$ cat src/hdl/acdw_pkg.sv
`timescale 1ns / 1ps
package acdw_pkg;

  // Register indexes of the configuration port.
  localparam logic [1:0] REG_MAX_QUERY_GAP = 2'd0;
  localparam logic [1:0] REG_BAND_WIDTH    = 2'd1;
  localparam logic [1:0] REG_GAP_COEF      = 2'd2;

  localparam logic [30:0] MAX_QUERY_GAP_RST = 31'd5000;
  localparam logic [30:0] BAND_WIDTH_RST    = 31'd500;
  localparam logic [23:0] GAP_COEF_RST      = 24'd9830;

  // One stored anchor of the window.
  typedef struct packed {
    logic [31:0] ref_pos;
    logic [31:0] query_pos;
    logic [31:0] score;
    logic [31:0] peak;
  } entry_t;

  // Running best candidate handed from cell to cell.
  typedef struct packed {
    logic [31:0] score;
    logic [31:0] peak;
  } best_t;

  // Anchor under evaluation and the scoring limits, shared by all cells.
  typedef struct packed {
    logic [31:0] ref_pos;
    logic [31:0] query_pos;
    logic [7:0]  span_len;
    logic [30:0] max_query_gap;
    logic [30:0] band_width;
    logic [23:0] gap_coef;
  } anchor_t;

  // Half of the floor log2 of a nonzero value, zero for zero.
  function automatic logic [3:0] half_log2(input logic [30:0] v);
    logic [4:0] pos;
    pos = 5'd0;
    for (int i = 1; i < 31; i++) begin
      if (v[i]) pos = 5'(i);
    end
    return pos[4:1];
  endfunction

endpackage

$ cat src/hdl/acdw_cell.sv
`timescale 1ns / 1ps
module acdw_cell #(
  parameter int K  = 0,
  parameter int DW = 7
) (
  input  logic                clk_i,
  input  logic                shift_i,
  input  logic                valid_i,
  input  acdw_pkg::anchor_t   anchor_i,
  input  acdw_pkg::entry_t    entry_i,
  output acdw_pkg::entry_t    entry_o,
  input  acdw_pkg::best_t     best_i,
  input  logic [DW-1:0]       dist_i,
  output acdw_pkg::best_t     best_o,
  output logic [DW-1:0]       dist_o
);
  import acdw_pkg::*;

  entry_t             entry_q;
  logic               pass_a_q, pass_b_q, pass_c_q;
  logic [31:0]        alpha_a_q, alpha_b_q;
  logic [30:0]        dd_a_q;
  logic [3:0]         lg_a_q, lg_b_q;
  logic [31:0]        lin_b_q;
  logic [31:0]        cand_c_q;
  best_t              best_q;
  logic [DW-1:0]      dist_q;

  logic [31:0] dr, dq, mn, alpha;
  logic [32:0] diff, dd;
  logic        pass;
  logic [54:0] prod;

  // Window entry moves one cell deeper on each write-back.
  always_ff @(posedge clk_i) begin
    if (shift_i) entry_q <= entry_i;
  end
  assign entry_o = entry_q;

  // Stage A: gaps, gating tests and the span term.
  always_comb begin
    dr   = anchor_i.ref_pos - entry_q.ref_pos;
    dq   = anchor_i.query_pos - entry_q.query_pos;
    diff = {dr[31], dr} - {dq[31], dq};
    dd   = diff[32] ? (33'd0 - diff) : diff;
    pass = valid_i && (dr != 32'd0) && !dq[31] && (dq != 32'd0) &&
           (dq[30:0] <= anchor_i.max_query_gap) &&
           (dd[32:31] == 2'b00) && (dd[30:0] <= anchor_i.band_width);
    mn    = ($signed(dq) < $signed(dr)) ? dq : dr;
    alpha = ($signed(mn) > $signed({24'd0, anchor_i.span_len})) ?
            {24'd0, anchor_i.span_len} : mn;
  end

  always_ff @(posedge clk_i) begin
    pass_a_q  <= pass;
    alpha_a_q <= alpha;
    dd_a_q    <= dd[30:0];
    lg_a_q    <= half_log2(dd[30:0]);
  end

  // Stage B: linear gap cost, the gap times a coefficient in 8.16 fixed point.
  assign prod = 55'(dd_a_q) * 55'(anchor_i.gap_coef);

  always_ff @(posedge clk_i) begin
    pass_b_q  <= pass_a_q;
    alpha_b_q <= alpha_a_q;
    lg_b_q    <= lg_a_q;
    lin_b_q   <= prod[47:16];
  end

  // Stage C: candidate chain score, wrapping at 32 bits.
  always_ff @(posedge clk_i) begin
    pass_c_q <= pass_b_q;
    cand_c_q <= alpha_b_q - lin_b_q - {28'd0, lg_b_q} + entry_q.score;
  end

  // Best so far moves along the row; a tie keeps the nearer predecessor.
  always_ff @(posedge clk_i) begin
    if (pass_c_q && ($signed(cand_c_q) > $signed(best_i.score))) begin
      best_q.score <= cand_c_q;
      best_q.peak  <= entry_q.peak;
      dist_q       <= DW'(K + 1);
    end else begin
      best_q <= best_i;
      dist_q <= dist_i;
    end
  end
  assign best_o = best_q;
  assign dist_o = dist_q;

endmodule

$ cat config.mk
export PLATFORM = sky130hd
export DESIGN_NAME = acdw_cell
export DESIGN_NICKNAME = d
export VERILOG_FILES = /design/src/hdl/acdw_pkg.sv /design/src/hdl/acdw_cell.sv
export SDC_FILE = /design/constraint.sdc
export NUM_CORES = 2
export LEC_CHECK = 0
export ABC_AREA = 1
export ABC_CLOCK_PERIOD_IN_PS = 11230
export BUFFER_PORTS_ARGS = -buffer_cell sky130_fd_sc_hd__buf_2
export CORE_MARGIN = 3
export CORE_UTILIZATION = 35
export DETAILED_ROUTE_END_ITERATION = 10
export HOLD_SLACK_MARGIN = 0.1
export PLACE_DENSITY_LB_ADDON = 0.08
export SYNTH_ARGS = -nofsm -noshare
export SYNTH_HDL_FRONTEND = slang
export SYNTH_SLANG_ARGS = --single-unit
export TNS_END_PERCENT = 30
$ cat constraint.sdc
create_clock -name clk_i -period 11.23 [get_ports clk_i]
set_input_delay 2.8075 -clock clk_i [delete_from_list [all_inputs] [get_ports clk_i]]
set_output_delay 2.8075 -clock clk_i [all_outputs]
set_load 0.01 [all_outputs]
==> metrics <==
commonest non-fill, non-tap cell in the layout inv_1; Unique masters post-synth 62; Setup violations, final 0; row cnt 129; Area Overhead vs Synth 13.7%; first-pass GRT wire length 224000 um; prevailing post-synth register cell dfxtp_1; Slew @ Worst Pin 0.993 ns; Max-Cap Viols 0; Initial Util 35.4%; DR WL/cell 19.9 um; Worst path max stage delay 0.69 ns; GRT overflow 0; RSZ-0062 raised after global routing false; final core utilization 40.3%; DRC Markers 0; Synth area leaders fa_1, inv_1, ha_1; Synth Instances 5276; biggest area consumer among synthesized cells fa_1; Setup crit end kind flip-flop; Async SR Flop Fraction 0%; highest net fanout along the worst path 29; CP Launch Type primary input; Setup Total Neg Slack 0 ns; sequential share of the synthesized area 19.7%; most used cell, CP nand2_1; Worst Clk Skew 0.0160 ns; share of cells above drive strength 1 14.3%; largest net degree at the start of global routing 82; die area 130000 um2; # IOs 559; post-cts resize count 0; hold crit path type reg -> reg; Clock Path Buffers 3; First-pass DRT Iterations 5; Die X 360 um; root buf cell clkbuf_16; Worst-path clk slew 0.07 ns; DP Wirelength 122000 um; Mapped Avg Cell Area 8.33 um2; vias per inst 4.71; WP data required 11.72 ns; initial antenna violation count 30; Fin. Hold Viols 0; Cell Area, Placed 48600 um2; # Post-CTS Setup Buffers 0; Vias 35100; highest-count cells in the layout ignoring fill and taps inv_1, nand2_1, fa_1, buf_2, ha_1; Final ANT Viol Nets 0; fin crit share 85.3%; EDFF count, synth 128; WP data arrival 10.07 ns; Clk Latency, worst-skew pair 0.59 ns; Routed WL 148000 um; post-synth top area share 29.8%; Rel. slew slack 33.6%; fill count 13000; yosys warns 0; #FFs+latches synth 369; max-slew violations 0; final instance area 50000 um2; All-Layer GR Usage 22.7%; Hold Buf Count CTS 0; buffers added on ports 558; Die H 360 um; Core ar. 124000 um2; gpl congestion 0.843; vias in the first global route 37100; hold slack 0.318 ns; CTS tree yes; Synth Cell Area 43900 um2; CTS Buf Count 41; first-iteration detailed-routing DRC count 1754; Slowest cell on crit path nor4_1; status finished, final reports clean; crit path time final 9.58 ns; H-tree depth 2; final net count 7182; clk sink count 369; fmax 104 MHz; Synth Net Count 6681; path type of the worst setup path in -> reg
synthesized netlist by cell type, types with 10 or more instances:
cell type	number
nand2_2	20
inv_1	1332
a21o_1	13
nor3_1	32
xor2_1	122
o21bai_1	15
fa_1	654
ha_1	391
o21ai_0	80
clkbuf_1	136
o21ai_1	31
a21oi_1	243
nor4_1	13
nor2_1	173
edfxtp_1	128
nand4_1	47
o211ai_1	10
nand2_1	1227
nor2_4	14
nand3_1	98
inv_2	20
buf_1	10
nor2_2	12
mux2_2	32
xnor2_1	66
dfxtp_1	241
a31oi_1	15
worst paths after layout:
| kind | slack, ns | end | start | depth (start not counted) |
|---|---|---|---|---|
| min reg2reg | 0.32 | alpha_b_q[24] | alpha_a_q[24] | 0 |
| max | 1.65 | pass_a_q | anchor_i[133] | 45 |
| min | 0.32 | alpha_b_q[24] | alpha_a_q[24] | 0 |
| max reg2reg | 3.57 | pass_a_q | entry_o[103] | 45 |
worst max-delay path: cells and delay by family:
family / cells / cell delay, ns
AO/OA/AOI/OAI: 4 / 0.74
XOR/XNOR: 2 / 0.72
adder cells (fa/ha/maj): 3 / 1.08
buffers and inverters: 8 / 0.92
AND/OR/NAND/NOR: 28 / 3.76
layout make-up:
| class | instances | area, um2 | area share [%] |
|---|---|---|---|
| antenna | 10 | 25.0 | 0.0501 |
| multi-input combinational | 3395 | 29500 | 59.1 |
| tap | 1637 | 2050 | 4.10 |
| clock buffer | 57 | 1230 | 2.46 |
| sequential | 369 | 8690 | 17.4 |
| inverter | 1355 | 5090 | 10.2 |
| clock inverter | 17 | 149 | 0.298 |
| timing repair buffer | 615 | 3230 | 6.46 |
registers in the layout, indices dropped and copies added, names as in the netlist, 7 cells and up:
name,cells
alpha_b_q,32
lin_b_q,32
cand_c_q,32
dist_o,7
best_o,64
alpha_a_q,32
dd_a_q,31
entry_o,128
cells by family after synthesis:
logic type / after synthesis / synth area share (%)
DFF: 369 / 19.7
AOI/OAI and AO/OA: 462 / 5.93
adders and majority gates: 1045 / 40.9
xor gates and xnor gates: 189 / 3.78
muxes: 32 / 0.820
buffers and inverters: 1512 / 13.1
and+or+nand+nor: 1667 / 15.7
per-layer routing:
metal	share of wire, %	up-vias	track usage, %
li1	-	16800	-
met1	43	17200	29.6
met2	48	873	38.9
met3	5.9	190	4.18
met4	2.4	24	5.66
met5	0.10	-	0
stage by stage:
step	setup slack, ns	std cells
5_1_grt	1.02	7453
6_report	1.65	7455
3_5_place_dp	1.21	7371
2_1_floorplan	2.49	5276
4_1_cts	1.83	7445
3_3_place_gp	1.43	7371
Power is left out: the tool's default activity adds up to more than one toggle a clock period on the data nets, which glitch-free logic cannot reach.
